$ cat src/sbmw_pkg.sv
// ----------------------------------------------------------------------------
// sbmw_pkg
// Shared types and constants for the signed byte string to magnitude word
// converter.
// ----------------------------------------------------------------------------
package sbmw_pkg;

  localparam int unsigned ByteBits     = 8;
  localparam int unsigned WordBits     = 32;
  localparam int unsigned BytesPerWord = WordBits / ByteBits;
  localparam int unsigned ByteSelBits  = $clog2(BytesPerWord);
  localparam logic [ByteBits-1:0] SignMask = 8'h80;

  typedef struct packed {
    logic [ByteBits-1:0] byte_value;
    logic                last_byte;
  } in_item_t;

  typedef struct packed {
    logic [WordBits-1:0] word_value;
    logic                negative;
    logic                last_word;
    logic                overflow;
  } out_item_t;

  // top level sequencer states
  typedef enum logic [2:0] {
    ST_LOAD = 3'b001,
    ST_WALK = 3'b010,
    ST_EMIT = 3'b100
  } state_e;

  // command from the sequencer to the conversion walk
  typedef struct packed {
    logic start;
    logic neg;
  } walk_cmd_t;

  // status from the conversion walk
  typedef struct packed {
    logic busy;
    logic done;
    logic any_nz;
  } walk_sts_t;

endpackage

$ cat src/sbmw_in_if.sv
// ----------------------------------------------------------------------------
// sbmw_in_if
// Byte request channel: valid/ready handshake with one byte and a last flag.
// ----------------------------------------------------------------------------
interface sbmw_in_if;
  logic               valid;
  logic               ready;
  sbmw_pkg::in_item_t payload;

  modport source (output valid, output payload, input ready);
  modport sink   (input valid, input payload, output ready);
endinterface

$ cat src/sbmw_out_if.sv
// ----------------------------------------------------------------------------
// sbmw_out_if
// Word request channel: valid/ready handshake with one magnitude word.
// ----------------------------------------------------------------------------
interface sbmw_out_if;
  logic                valid;
  logic                ready;
  sbmw_pkg::out_item_t payload;

  modport source (output valid, output payload, input ready);
  modport sink   (input valid, input payload, output ready);
endinterface

$ cat src/signed_bytes_to_magnitude_words.sv
// ----------------------------------------------------------------------------
// signed_bytes_to_magnitude_words
// Converts a big-endian two's complement byte string into magnitude words,
// least significant word first, with a sign flag.
// ----------------------------------------------------------------------------
// Usage:
//   in_i  takes one byte per request, most significant byte first; last_byte
//         marks the final byte. Bytes are taken one per cycle while loading.
//   out_o gives one request per kept 32-bit word, low word first; last_word
//         marks the top kept word. negative and overflow are the same on
//         every word of a string. Zero is reported positive.
//   Bytes past MAX_BYTES are dropped and overflow is set for that string.
// Sequence:
//   after the final byte the walk reads the byte store low end first, one
//   byte store read per cycle; the words are then read out one per cycle
//   from the word store read port while the receiver takes them.
//   in_i.ready is low from the final byte until the last word is taken.
// Reset clears all control state; both stores need no clearing pass.
// A stalled receiver simply holds the current word; the sequencer waits.
// ----------------------------------------------------------------------------
module signed_bytes_to_magnitude_words #(
  parameter int unsigned MAX_BYTES = 256
) (
  input  logic              clk_i,
  input  logic              rst_ni,
  sbmw_in_if.sink           in_i,
  sbmw_out_if.source        out_o
);

  localparam int unsigned MaxWords = (MAX_BYTES + sbmw_pkg::BytesPerWord - 1)
                                     / sbmw_pkg::BytesPerWord;
  localparam int unsigned BAW = (MAX_BYTES > 1) ? $clog2(MAX_BYTES) : 1;
  localparam int unsigned CW  = $clog2(MAX_BYTES + 1);
  localparam int unsigned WAW = (MaxWords > 1) ? $clog2(MaxWords) : 1;

  sbmw_pkg::state_e state_q, state_d;

  logic [CW-1:0]  count_q;          // bytes stored for this string
  logic           sign_q;           // sign bit of the first byte
  logic           ovf_q;            // bytes dropped in this string
  logic [WAW-1:0] emit_idx_q;       // next word to read out
  logic           emit_done_q;      // top word already read
  logic           out_valid_q;
  logic           out_last_q;

  logic           in_acc;
  logic           full;
  logic [BAW-1:0] last_lo;
  logic           issue;

  sbmw_pkg::walk_cmd_t walk_cmd;
  sbmw_pkg::walk_sts_t walk_sts;
  logic [WAW-1:0]      last_idx;

  logic                                byte_re;
  logic [BAW-1:0]                      byte_raddr;
  logic [sbmw_pkg::ByteBits-1:0]       byte_rdata;
  logic                                word_we;
  logic [WAW-1:0]                      word_waddr;
  logic [sbmw_pkg::WordBits-1:0]       word_wdata;
  logic [sbmw_pkg::WordBits-1:0]       word_rdata;

  // --- load side ------------------------------------------------------------
  assign in_i.ready = (state_q == sbmw_pkg::ST_LOAD);
  assign in_acc     = in_i.valid & in_i.ready;
  assign full       = (count_q == CW'(MAX_BYTES));
  // index of the least significant stored byte once the final byte lands
  assign last_lo    = full ? BAW'(MAX_BYTES - 1) : count_q[BAW-1:0];

  assign walk_cmd.start = in_acc & in_i.payload.last_byte;
  assign walk_cmd.neg   = (count_q == '0)
                          ? ((in_i.payload.byte_value & sbmw_pkg::SignMask) != '0)
                          : sign_q;

  sbmw_ram #(
    .WIDTH (sbmw_pkg::ByteBits),
    .DEPTH (MAX_BYTES)
  ) u_byte_store (
    .clk_i   (clk_i),
    .we_i    (in_acc & ~full),
    .waddr_i (count_q[BAW-1:0]),
    .wdata_i (in_i.payload.byte_value),
    .re_i    (byte_re),
    .raddr_i (byte_raddr),
    .rdata_o (byte_rdata)
  );

  // --- negate and pack walk -------------------------------------------------
  sbmw_conv #(
    .BAW       (BAW),
    .WAW       (WAW)
  ) u_conv (
    .clk_i        (clk_i),
    .rst_ni       (rst_ni),
    .cmd_i        (walk_cmd),
    .last_lo_i    (last_lo),
    .sts_o        (walk_sts),
    .last_idx_o   (last_idx),
    .byte_re_o    (byte_re),
    .byte_raddr_o (byte_raddr),
    .byte_rdata_i (byte_rdata),
    .word_we_o    (word_we),
    .word_waddr_o (word_waddr),
    .word_wdata_o (word_wdata)
  );

  sbmw_ram #(
    .WIDTH (sbmw_pkg::WordBits),
    .DEPTH (MaxWords)
  ) u_word_store (
    .clk_i   (clk_i),
    .we_i    (word_we),
    .waddr_i (word_waddr),
    .wdata_i (word_wdata),
    .re_i    (issue),
    .raddr_i (emit_idx_q),
    .rdata_o (word_rdata)
  );

  // --- emit side ------------------------------------------------------------
  // A read is issued when the output slot is free or being taken, so the
  // RAM read register itself serves as the output data register.
  assign issue = (state_q == sbmw_pkg::ST_EMIT) & ~emit_done_q
                 & (~out_valid_q | out_o.ready);

  assign out_o.valid              = out_valid_q;
  assign out_o.payload.word_value = word_rdata;
  assign out_o.payload.negative   = sign_q & walk_sts.any_nz;
  assign out_o.payload.last_word  = out_last_q;
  assign out_o.payload.overflow   = ovf_q;

  always_comb begin
    state_d = state_q;
    unique case (state_q)
      sbmw_pkg::ST_LOAD: begin
        if (walk_cmd.start) begin
          state_d = sbmw_pkg::ST_WALK;
        end
      end
      sbmw_pkg::ST_WALK: begin
        if (walk_sts.done) begin
          state_d = sbmw_pkg::ST_EMIT;
        end
      end
      sbmw_pkg::ST_EMIT: begin
        if (emit_done_q && (!out_valid_q || out_o.ready)) begin
          state_d = sbmw_pkg::ST_LOAD;
        end
      end
      default: state_d = sbmw_pkg::ST_LOAD;
    endcase
  end

  always_ff @(posedge clk_i or negedge rst_ni) begin
    if (!rst_ni) begin
      state_q     <= sbmw_pkg::ST_LOAD;
      count_q     <= '0;
      sign_q      <= 1'b0;
      ovf_q       <= 1'b0;
      emit_idx_q  <= '0;
      emit_done_q <= 1'b0;
      out_valid_q <= 1'b0;
      out_last_q  <= 1'b0;
    end else begin
      state_q <= state_d;

      if (in_acc) begin
        if (count_q == '0) begin
          sign_q <= walk_cmd.neg;
        end
        if (full) begin
          ovf_q <= 1'b1;
        end
        if (in_i.payload.last_byte) begin
          count_q <= '0;
        end else if (!full) begin
          count_q <= count_q + CW'(1);
        end
      end

      if (walk_sts.done) begin
        emit_idx_q  <= '0;
        emit_done_q <= 1'b0;
      end else if (issue) begin
        out_last_q <= (emit_idx_q == last_idx);
        if (emit_idx_q == last_idx) begin
          emit_done_q <= 1'b1;
        end else begin
          emit_idx_q <= emit_idx_q + WAW'(1);
        end
      end

      if (issue) begin
        out_valid_q <= 1'b1;
      end else if (out_o.ready) begin
        out_valid_q <= 1'b0;
      end

      // string finished: clear the drop flag for the next one
      if (state_q == sbmw_pkg::ST_EMIT && state_d == sbmw_pkg::ST_LOAD) begin
        ovf_q <= 1'b0;
      end
    end
  end

`ifndef NO_ASSERTIONS
  a_no_overlap: assert property (@(posedge clk_i) disable iff (!rst_ni)
    !(in_i.ready && out_o.valid))
    else $error("byte request accepted while words are pending");

  a_final_starts_walk: assert property (@(posedge clk_i) disable iff (!rst_ni)
    (in_acc && in_i.payload.last_byte) |=> (walk_sts.busy && state_q == sbmw_pkg::ST_WALK))
    else $error("final byte did not start the conversion walk");

  a_count_bound: assert property (@(posedge clk_i) disable iff (!rst_ni)
    count_q <= CW'(MAX_BYTES))
    else $error("byte count exceeds store depth");

  a_walk_idle_in_emit: assert property (@(posedge clk_i) disable iff (!rst_ni)
    (state_q == sbmw_pkg::ST_EMIT) |-> (!walk_sts.busy && !word_we))
    else $error("word store written while words are read out");
`endif

endmodule

$ cat src/sbmw_ram.sv
// ----------------------------------------------------------------------------
// sbmw_ram
// Generic simple dual port RAM, one write and one read port, registered read.
// ----------------------------------------------------------------------------
module sbmw_ram #(
  parameter int unsigned WIDTH = 8,
  parameter int unsigned DEPTH = 256
) (
  input  logic                                    clk_i,
  input  logic                                    we_i,
  input  logic [((DEPTH > 1) ? $clog2(DEPTH) : 1)-1:0] waddr_i,
  input  logic [WIDTH-1:0]                        wdata_i,
  input  logic                                    re_i,
  input  logic [((DEPTH > 1) ? $clog2(DEPTH) : 1)-1:0] raddr_i,
  output logic [WIDTH-1:0]                        rdata_o
);

  logic [WIDTH-1:0] mem_q [DEPTH];
  logic [WIDTH-1:0] rdata_q;

  always_ff @(posedge clk_i) begin
    if (we_i) begin
      mem_q[waddr_i] <= wdata_i;
    end
    if (re_i) begin
      rdata_q <= mem_q[raddr_i];
    end
  end

  assign rdata_o = rdata_q;

endmodule

$ cat src/sbmw_conv.sv
// ----------------------------------------------------------------------------
// sbmw_conv
// Conversion walk: reads stored bytes from the low end, negates them when
// the string is negative, packs them into words and writes the word store.
// ----------------------------------------------------------------------------
module sbmw_conv #(
  parameter int unsigned BAW       = 8,
  parameter int unsigned WAW       = 6
) (
  input  logic                              clk_i,
  input  logic                              rst_ni,
  input  sbmw_pkg::walk_cmd_t               cmd_i,
  input  logic [BAW-1:0]                    last_lo_i,
  output sbmw_pkg::walk_sts_t               sts_o,
  output logic [WAW-1:0]                    last_idx_o,
  // byte store read port
  output logic                              byte_re_o,
  output logic [BAW-1:0]                    byte_raddr_o,
  input  logic [sbmw_pkg::ByteBits-1:0]     byte_rdata_i,
  // word store write port
  output logic                              word_we_o,
  output logic [WAW-1:0]                    word_waddr_o,
  output logic [sbmw_pkg::WordBits-1:0]     word_wdata_o
);

  logic                              busy_q;
  logic                              iss_done_q;
  logic [BAW-1:0]                    rd_addr_q;
  logic                              pv_q;
  logic [BAW-1:0]                    lo_q;
  logic [BAW-1:0]                    last_lo_q;
  logic                              neg_q;
  logic                              carry_q;
  logic [sbmw_pkg::WordBits-1:0]     acc_q;
  logic [WAW-1:0]                    widx_q;
  logic [WAW-1:0]                    last_idx_q;
  logic                              any_nz_q;

  logic [sbmw_pkg::ByteBits:0]       sum;
  logic [sbmw_pkg::ByteBits-1:0]     opnd;
  logic [sbmw_pkg::ByteSelBits-1:0]  bsel;
  logic [sbmw_pkg::WordBits-1:0]     acc_d;
  logic                              word_done;
  logic                              at_end;

  assign byte_re_o    = busy_q & ~iss_done_q;
  assign byte_raddr_o = rd_addr_q;

  // invert and ripple the carry in from the low end
  assign opnd = neg_q ? ~byte_rdata_i : byte_rdata_i;
  assign sum  = {1'b0, opnd} + {{sbmw_pkg::ByteBits{1'b0}}, carry_q};
  assign bsel = lo_q[sbmw_pkg::ByteSelBits-1:0];

  always_comb begin
    acc_d = (bsel == '0) ? '0 : acc_q;
    acc_d = acc_d | ({{(sbmw_pkg::WordBits-sbmw_pkg::ByteBits){1'b0}},
                      sum[sbmw_pkg::ByteBits-1:0]} << {bsel, 3'b000});
  end

  assign at_end    = (lo_q == last_lo_q);
  assign word_done = pv_q & ((bsel == '1) | at_end);

  assign word_we_o    = word_done;
  assign word_waddr_o = widx_q;
  assign word_wdata_o = acc_d;

  assign sts_o.busy   = busy_q;
  assign sts_o.done   = pv_q & at_end;
  assign sts_o.any_nz = any_nz_q;
  assign last_idx_o   = last_idx_q;

  always_ff @(posedge clk_i or negedge rst_ni) begin
    if (!rst_ni) begin
      busy_q     <= 1'b0;
      iss_done_q <= 1'b1;
      pv_q       <= 1'b0;
      any_nz_q   <= 1'b0;
      last_idx_q <= '0;
    end else if (cmd_i.start) begin
      busy_q     <= 1'b1;
      iss_done_q <= 1'b0;
      pv_q       <= 1'b0;
      any_nz_q   <= 1'b0;
      last_idx_q <= '0;
    end else begin
      pv_q <= byte_re_o;
      if (byte_re_o && rd_addr_q == '0) begin
        iss_done_q <= 1'b1;
      end
      if (pv_q && at_end) begin
        busy_q <= 1'b0;
      end
      if (word_done && acc_d != '0) begin
        any_nz_q   <= 1'b1;
        last_idx_q <= widx_q;
      end
    end
  end

  // datapath, no reset needed
  always_ff @(posedge clk_i) begin
    if (cmd_i.start) begin
      rd_addr_q <= last_lo_i;
      last_lo_q <= last_lo_i;
      lo_q      <= '0;
      neg_q     <= cmd_i.neg;
      carry_q   <= cmd_i.neg;
      widx_q    <= '0;
    end else begin
      if (byte_re_o) begin
        rd_addr_q <= rd_addr_q - BAW'(1);
      end
      if (pv_q) begin
        lo_q    <= lo_q + BAW'(1);
        carry_q <= sum[sbmw_pkg::ByteBits];
        acc_q   <= acc_d;
      end
      if (word_done) begin
        widx_q <= widx_q + WAW'(1);
      end
    end
  end

endmodule

$ cat src/flat_wrapper.sv
// flat-port wrapper written by rule: the top's interface ports become plain ports
module signed_bytes_to_magnitude_words_flat 
#(
  parameter int unsigned MAX_BYTES = 256
)
  (clk_i, rst_ni, in_i_valid, in_i_payload, in_i_ready, out_o_valid, out_o_payload, out_o_ready);
  sbmw_in_if in_i_i ();
  sbmw_out_if out_o_i ();
  input  logic clk_i;
  input  logic rst_ni;
  input wire logic [$bits(in_i_i.valid)-1:0] in_i_valid;
  input wire logic [$bits(in_i_i.payload)-1:0] in_i_payload;
  output wire logic [$bits(in_i_i.ready)-1:0] in_i_ready;
  output wire logic [$bits(out_o_i.valid)-1:0] out_o_valid;
  output wire logic [$bits(out_o_i.payload)-1:0] out_o_payload;
  input wire logic [$bits(out_o_i.ready)-1:0] out_o_ready;
  assign in_i_i.valid = in_i_valid;
  assign in_i_i.payload = in_i_payload;
  assign in_i_ready = in_i_i.ready;
  assign out_o_valid = out_o_i.valid;
  assign out_o_payload = out_o_i.payload;
  assign out_o_i.ready = out_o_ready;
  signed_bytes_to_magnitude_words #(.MAX_BYTES(MAX_BYTES)) u_core (.clk_i(clk_i), .rst_ni(rst_ni), .in_i(in_i_i), .out_o(out_o_i));
endmodule
$ cat config.mk
export PLATFORM = sky130hd
export DESIGN_NAME = signed_bytes_to_magnitude_words_flat
export DESIGN_NICKNAME = d
export VERILOG_FILES = /design/src/sbmw_pkg.sv /design/src/sbmw_in_if.sv /design/src/sbmw_out_if.sv /design/src/signed_bytes_to_magnitude_words.sv /design/src/sbmw_ram.sv /design/src/sbmw_conv.sv /design/src/flat_wrapper.sv
export SDC_FILE = /design/constraint.sdc
export NUM_CORES = 2
export LEC_CHECK = 0
export BUFFER_PORTS_ARGS = -buffer_cell sky130_fd_sc_hd__buf_2
export CAP_MARGIN = 15
export CORE_UTILIZATION = 55
export CTS_BUF_LIST = sky130_fd_sc_hd__clkbuf_2
export DETAILED_ROUTE_END_ITERATION = 16
export PLACE_DENSITY = 0.79
export SYNTH_ARGS = -nofsm -noshare
export SYNTH_HDL_FRONTEND = slang
export SYNTH_SLANG_ARGS = --single-unit
$ cat constraint.sdc
create_clock -name clk_i -period 7 [get_ports clk_i]
set_input_delay 0.35 -clock clk_i [delete_from_list [all_inputs] [get_ports clk_i]]
set_output_delay 0.35 -clock clk_i [all_outputs]
set_load 0.1 [all_outputs]
* Word level (Yosys, flattened, before mapping)
Memory sizes are Yosys's and may differ from the RTL's. A register that Yosys moved wholly into a read port is not among the register bits.
Index checks and enable logic that the tools add are counted.
** Cells by class
- Add/subtract/negate cells :: 6
- Bitwise logic cells :: 19
- Equality and inequality tests :: 10
- Reductions and logical operators :: 28
- Multiplexer cells :: 38
- Shift-type cells :: 1
** Operator list (number)
- $mux W32 :: 1
- $mux W8 :: 4
- $or A32 B32 Y32 :: 1
- $reduce_bool A32 Y1 :: 1
- $shl A8 B5 Y32 :: 1
- $mux W6 :: 5
- $mux W1 :: 22
- $reduce_bool A2 Y1 :: 10
- $mux W9 :: 2
- $reduce_and A2 Y1 :: 7
- $add A6 B1 Y6 const B :: 2
- $add A8 B1 Y9 :: 1
- $add A9 B1 Y9 const B :: 1
- $and A1 B1 Y1 :: 9
- $eq A9 B9 Y1 const B :: 1
- $logic_not A9 Y1 :: 1
- $mux W3 :: 3
- $pmux W3 S3 :: 1
- $add A8 B1 Y8 const B :: 1
- $eq A8 B8 Y1 :: 1
- $logic_not A8 Y1 :: 1
- $not A8 Y8 :: 1
- $sub A8 B1 Y8 const B :: 1
- $eq A3 B1 Y1 const B :: 2
- other kinds (11) :: 22
** Word-level totals
- Bits in registers :: 97
- Output and inout bits :: 37
- Memories kept :: 2
- RAM bits :: 4096
- Logic and storage cells :: 124
** Memory list
- u_core.u_byte_store.mem_q :: depth 256, width 8, read ports 1, clocked after Yosys merged registers in 1, wr ports 1, RTL line sbmw_ram.sv:18 : logic [WIDTH-1:0] mem_q [DEPTH];
- u_core.u_word_store.mem_q :: depth 64, width 32, read ports 1, clocked after Yosys merged registers in 1, wr ports 1, RTL line sbmw_ram.sv:18

* Logic depth before layout (Yosys ltp)
- Word-level depth :: 9
- Depth in mapped cells :: 12

* Hierarchy
Synthesis repeated with hierarchy kept, for this count alone.
** Unflattened totals
- Cell total of the unflattened synthesis :: 7605
- Area total of the unflattened synthesis :: 163885.9 µm²
** By module, submodules not included
- sbmw_ram (u_core.u_byte_store) :: sequential area each 61739.2 µm², cells each 3733, times used 1, area each 79636.4 µm²
- sbmw_ram (u_core.u_word_store) :: sequential area each 62459.9 µm², cells each 3324, times used 1, area each 78835.6 µm²
- sbmw_conv :: sequential area each 2033.2 µm², cells each 382, times used 1, area each 3938.8 µm²
- signed_bytes_to_magnitude_words :: sequential area each 576.8 µm², cells each 166, times used 1, area each 1475.2 µm²

* Worst setup path after synthesis
OpenSTA, ideal clock, no wires.
- Path kind :: register -> register
- Start :: register u_core.out_valid_q, in the netlist u_core.out_o.valid
- End :: register u_core.emit_idx_q[5]
- Period minus slack after synthesis :: 5.731 ns
- Required time :: 6.869 ns
- Stages on the path, launching flop included :: 7
- Path slack :: 1.269 ns
- Data arrival time :: 5.600 ns
- Cell sequence :: dfrtp_1 -> nand2b_1 -> nor4b_1 -> o31a_1 -> nand4_1 -> xnor2_1 -> nor2b_1
** Between the ends
- Longest elaborated chain between the ends :: 5
** Ends and longest elaborated chain
- start, declared :: RTL line signed_bytes_to_magnitude_words.sv:43 : logic out_valid_q;
- start signal, assigned :: RTL line signed_bytes_to_magnitude_words.sv:162 : out_valid_q <= 1'b0;
- start signal, assigned :: RTL line signed_bytes_to_magnitude_words.sv:194 : out_valid_q <= 1'b1;
- start signal, assigned :: RTL line signed_bytes_to_magnitude_words.sv:196 : out_valid_q <= 1'b0;
- $not A1 Y1 :: RTL line signed_bytes_to_magnitude_words.sv:124 : & (~out_valid_q | out_o.ready);
- $or A1 B1 Y1 :: RTL line signed_bytes_to_magnitude_words.sv:124
- $and A1 B1 Y1 :: RTL line signed_bytes_to_magnitude_words.sv:124
- via u_core.issue :: RTL line signed_bytes_to_magnitude_words.sv:49 : logic issue;
- $reduce_bool A2 Y1 (no source line)
- $reduce_and A2 Y1 (no source line)
- end signal, assigned :: RTL line signed_bytes_to_magnitude_words.sv:189 : emit_idx_q <= emit_idx_q + WAW'(1);
- end, declared :: RTL line signed_bytes_to_magnitude_words.sv:41 : logic [WAW-1:0] emit_idx_q;
The timed path passes the listed nets, and every way through them passes these cells.
A chain may end at the register's enable or synchronous reset.

* Final worst setup path
- Start :: register u_core.u_conv.lo_q[0]
- End :: memory u_core.u_word_store.mem_q[35][29] (netlist bit) (enable)
** Between the ends
- Longest elaborated chain between the ends :: 5
- Elaborated cells on any way between the ends :: 6
- Classes of those cells :: eq/ne: 2; mux: 2; bitwise: 2
** Ends and longest elaborated chain
- start, declared :: RTL line sbmw_conv.sv:30 : logic [BAW-1:0] lo_q;
- start signal, assigned :: RTL line sbmw_conv.sv:114 : lo_q <= lo_q + BAW'(1);
- $eq A8 B8 Y1 or $eq A2 B2 Y1 (tied branches) :: RTL line sbmw_conv.sv:60, sbmw_conv.sv:61
- $or A1 B1 Y1 * :: RTL line sbmw_conv.sv:61 : assign word_done = pv_q & ((bsel == '1) | at_end);
- $and A1 B1 Y1 * :: RTL line sbmw_conv.sv:61
- $mux W1 * :: RTL line sbmw_ram.sv:22 : if (we_i) begin
- $mux W1 (not written as such) * :: RTL line sbmw_ram.sv:23 : mem_q[waddr_i] <= wdata_i;
- end, declared :: RTL line sbmw_ram.sv:18
Every way passes the cells marked *; elsewhere a longest branch is shown, timed or not.

==> flow_metrics.env <==
export IMPL_h_tree_depth=6
export IMPL_final_setup_worst_slack_ns=2.338
export IMPL_async_reset_ff_frac=0.007796
export IMPL_power_density_nw_per_um2=346.1
export IMPL_cts_resized_gates=0
export IMPL_area_growth_syn_to_layout_pct=9.365
export IMPL_fmax_ghz=0.2145
export IMPL_die_h_um=547.0
export IMPL_crit_chain="xnor2_1 -> nand4_1 -> o31ai_2 -> nor2b_1 -> nand3_1 -> nor2_4 -> buf_4"
export IMPL_dr_total_vias=83510
export IMPL_drt_wl_total_mm=411.3
export IMPL_fin_tns_setup_ns=0
export IMPL_comb_power_share=0.239
export IMPL_layout_common_cells="edfxtp_1, clkbuf_2, mux4_2"
export IMPL_drtPass1Iterations=6
export IMPL_clockBufferDepth=4
export IMPL_clock_power_share=0.249
export IMPL_ys_seq_area_frac=0.7762
export IMPL_dpl_cell_area_sq_um=169400
export IMPL_tightestPinTransition_ns=1.338
export IMPL_swShare=0.3220
export IMPL_hp_start="in_i_payload[3]"
export IMPL_worstPathMaxFanout=17
export IMPL_synth_edf_count=4186
export IMPL_internal_power_mw=41.92
export IMPL_status="complete, no violations"
export IMPL_drc=0
export IMPL_fin_util=0.6066
export IMPL_grt_max_degree=200
export IMPL_wire_per_inst_um=32.40
export IMPL_seq_power_share=0.512
export IMPL_maxCapViolations=0
export IMPL_postSynthAreaPerCell_sq_um=22.72
export IMPL_final_common_cell="edfxtp_1"
export IMPL_path_class="reg -> reg"
export IMPL_grt_pass1_vias=84900
export IMPL_hold_path_class="in -> reg"
export IMPL_ir_drop_uv=476.8
export IMPL_maxSlewViolCount=0
export IMPL_core_area_sq_um=294600
export IMPL_switchingPower_mw=19.91
export IMPL_cts_made_buffers=941
export IMPL_dieArea_sq_um=299200
export IMPL_rows=199
export IMPL_setup_violations=0
export IMPL_synth_flop_cell="edfxtp_1"
export IMPL_gp_congestion=0.9069
export IMPL_dp_hpwl_mm=232.8
export IMPL_pre_cts_ws_ns=2.548
export IMPL_drive_gt1_frac=0.3519
export IMPL_clkTransAtPathRegs_ns=0.17
export IMPL_worstPathRequired_ns=8.52
export IMPL_clock_sinks=4233
export IMPL_cts_tree="built"
export IMPL_syn_nets=7215
export IMPL_netlist_instances=7191
export IMPL_ys_warn_count=0
export IMPL_ant_nets=0
export IMPL_synth_area_sq_um=163400
export IMPL_grt_pass1_wl_mm=589.3
export IMPL_final_area_sq_um=178700
export IMPL_io_pins=50
export IMPL_fin_crit_sh=0.6660
export IMPL_cp_slowest_stage_delay_ns=0.99
export IMPL_p_leak_nw=56.02
export IMPL_critPathLaunch="u_core.u_conv.lo_q[0]"
export IMPL_fillCellCount=19540
export IMPL_synth_seq_cells=4233
export IMPL_rsz0062_at_grt="no"
export IMPL_critPathSlowestCell="nor2_4"
export IMPL_reg2reg_from="u_core.u_conv.lo_q[0]"
export IMPL_grt_usage=0.2753
export IMPL_insertion_delay_ns=1.99
export IMPL_grt_ovfl_total=0
export IMPL_viasPerCell=6.578
export IMPL_crit_path_end_kind="flip-flop"
export IMPL_antenna_found_initial=32
export IMPL_start_kind="flip-flop"
export IMPL_port_buffers=49
export IMPL_die_w_um=547.0
export IMPL_period_needed_ns=4.662
export IMPL_hold_worst_slack_ns=0.1161
export IMPL_start_util=0.5546
export IMPL_hold_viol=0
export IMPL_drt_initial_drc_count=11870
export IMPL_root_buffer="clkbuf_2"
export IMPL_netlist_cell_type_count=80
export IMPL_clock_skew_ns=0.1858
export IMPL_slew_headroom=0.1057
export IMPL_crit_arrival_ns=6.18
export IMPL_layout_nets=8058
## cells by family (layout without fill, tap and decap cells)
logic type                 count (synthesis)  count (layout)  synth area share
DFF                                     4233            4233            0.7762
muxes                                   1300            1300            0.1692
and+or+nand+nor                          755             755           0.02078
buffers and inverters                    463            2039           0.01424
AOI/OAI and AO/OA                        381             381           0.01614
xor gates and xnor gates                  48              48          0.002573
adders and majority gates                 11              11         0.0008424
other                                      0               9                 0
## state kept, by name (all words and copies together), names as in the netlist, 9 cells and up
name,flops
u_core.count_q,9
u_core.u_word_store.mem_q,2048
u_core.u_conv.acc_q,32
u_core.u_byte_store.mem_q,2048
u_core.u_word_store.rdata_o,32
## critical path, delay by kind of cell (launching register included)
family	cells	cell delay, ns
simple gates	4	2.25
compound gates	1	0.71
flops	1	0.53
buf+inv	1	0.49
xor+xnor	1	0.19
## worst paths after layout
kind	to	slack, ns	cells after the start
setup / recovery	u_core.u_word_store.mem_q[35][29]	2.34	7
hold / removal	u_core.u_byte_store.mem_q[248][2]	0.12	4
setup reg to reg	u_core.u_word_store.mem_q[35][29]	2.34	7
hold reg to reg	u_core.u_conv.any_nz_q	0.50	1
max in group asynchronous	u_core.state_q[0]	5.94	6
min in group asynchronous	u_core.count_q[5]	0.78	6
## power groups by stage
stage,Sequential [mW],Clock (mW),Combinational [mW]
after floorplan,32.3,0,8.46
after global placement,32.2,0,13.8
after detailed placement,32.2,0,14.3
after CTS,31.6,15.5,14.4
after global routing,31.7,16.8,15.1
final,31.7,15.4,14.7
## synthesized netlist by cell type (16+ instances only)
| library cell | n | area [sq um] |
|---|---|---|
| dfrtp_1 | 31 | 775.7 |
| buf_1 | 49 | 183.9 |
| nand2_1 | 122 | 457.9 |
| buf_4 | 57 | 427.9 |
| nor4_1 | 20 | 125.1 |
| nand3_1 | 54 | 270.3 |
| a22oi_1 | 68 | 510.5 |
| o221ai_1 | 18 | 157.7 |
| mux2i_1 | 108 | 1081 |
| buf_2 | 95 | 475.5 |
| edfxtp_1 | 4186 | 125700 |
| mux2_2 | 25 | 281.5 |
| nor2_1 | 399 | 1498 |
| inv_1 | 51 | 191.4 |
| nor3_1 | 32 | 160.2 |
| o22ai_1 | 60 | 375.4 |
| clkbuf_1 | 176 | 660.6 |
| a211oi_1 | 16 | 120.1 |
| o21ai_0 | 48 | 240.2 |
| mux4_2 | 1167 | 26280 |
| xnor2_1 | 25 | 219.0 |
| buf_6 | 31 | 349.1 |
| nand4_1 | 16 | 100.1 |
| a21oi_1 | 64 | 320.3 |
| nor2b_1 | 33 | 206.5 |
| xor2_1 | 23 | 201.4 |
## what timing repair did
action,CTS,global route
buffers inserted,0,0
hold buffers,44,0
hold endpoints to repair,2540,0
## cell type report
cell class | instances | area (sq um) | share of cell area
timing repair buffer | 310 | 2859 | 0.01600
antenna | 9 | 22.52 | 0.0001261
inverter | 53 | 200.2 | 0.001120
clock inverter | 271 | 1568 | 0.008775
sequential | 4233 | 126800 | 0.7098
clock buffer | 1405 | 7032 | 0.03936
multi-input combinational | 2495 | 35260 | 0.1973
tap | 3919 | 4903 | 0.02744
## metal layers
metal	GRT usage	routed length [um]	part of all wire	up-vias
li1	-	-	-	32780
met1	0.3528	138200	0.34	42660
met2	0.4385	198900	0.48	6810
met3	0.06912	50100	0.12	1226
met4	0.1465	24010	0.058	24
met5	0	150	0.00036	-
## stage by stage
step                      std cells  power (mW)
after floorplan                7191       40.79
after global placement        10960       46.00
after detailed placement      10960       46.54
after CTS                     12680       61.57
after global routing          12690       63.56
final                         12700       61.83
Power figures use the tool's default switching activity.
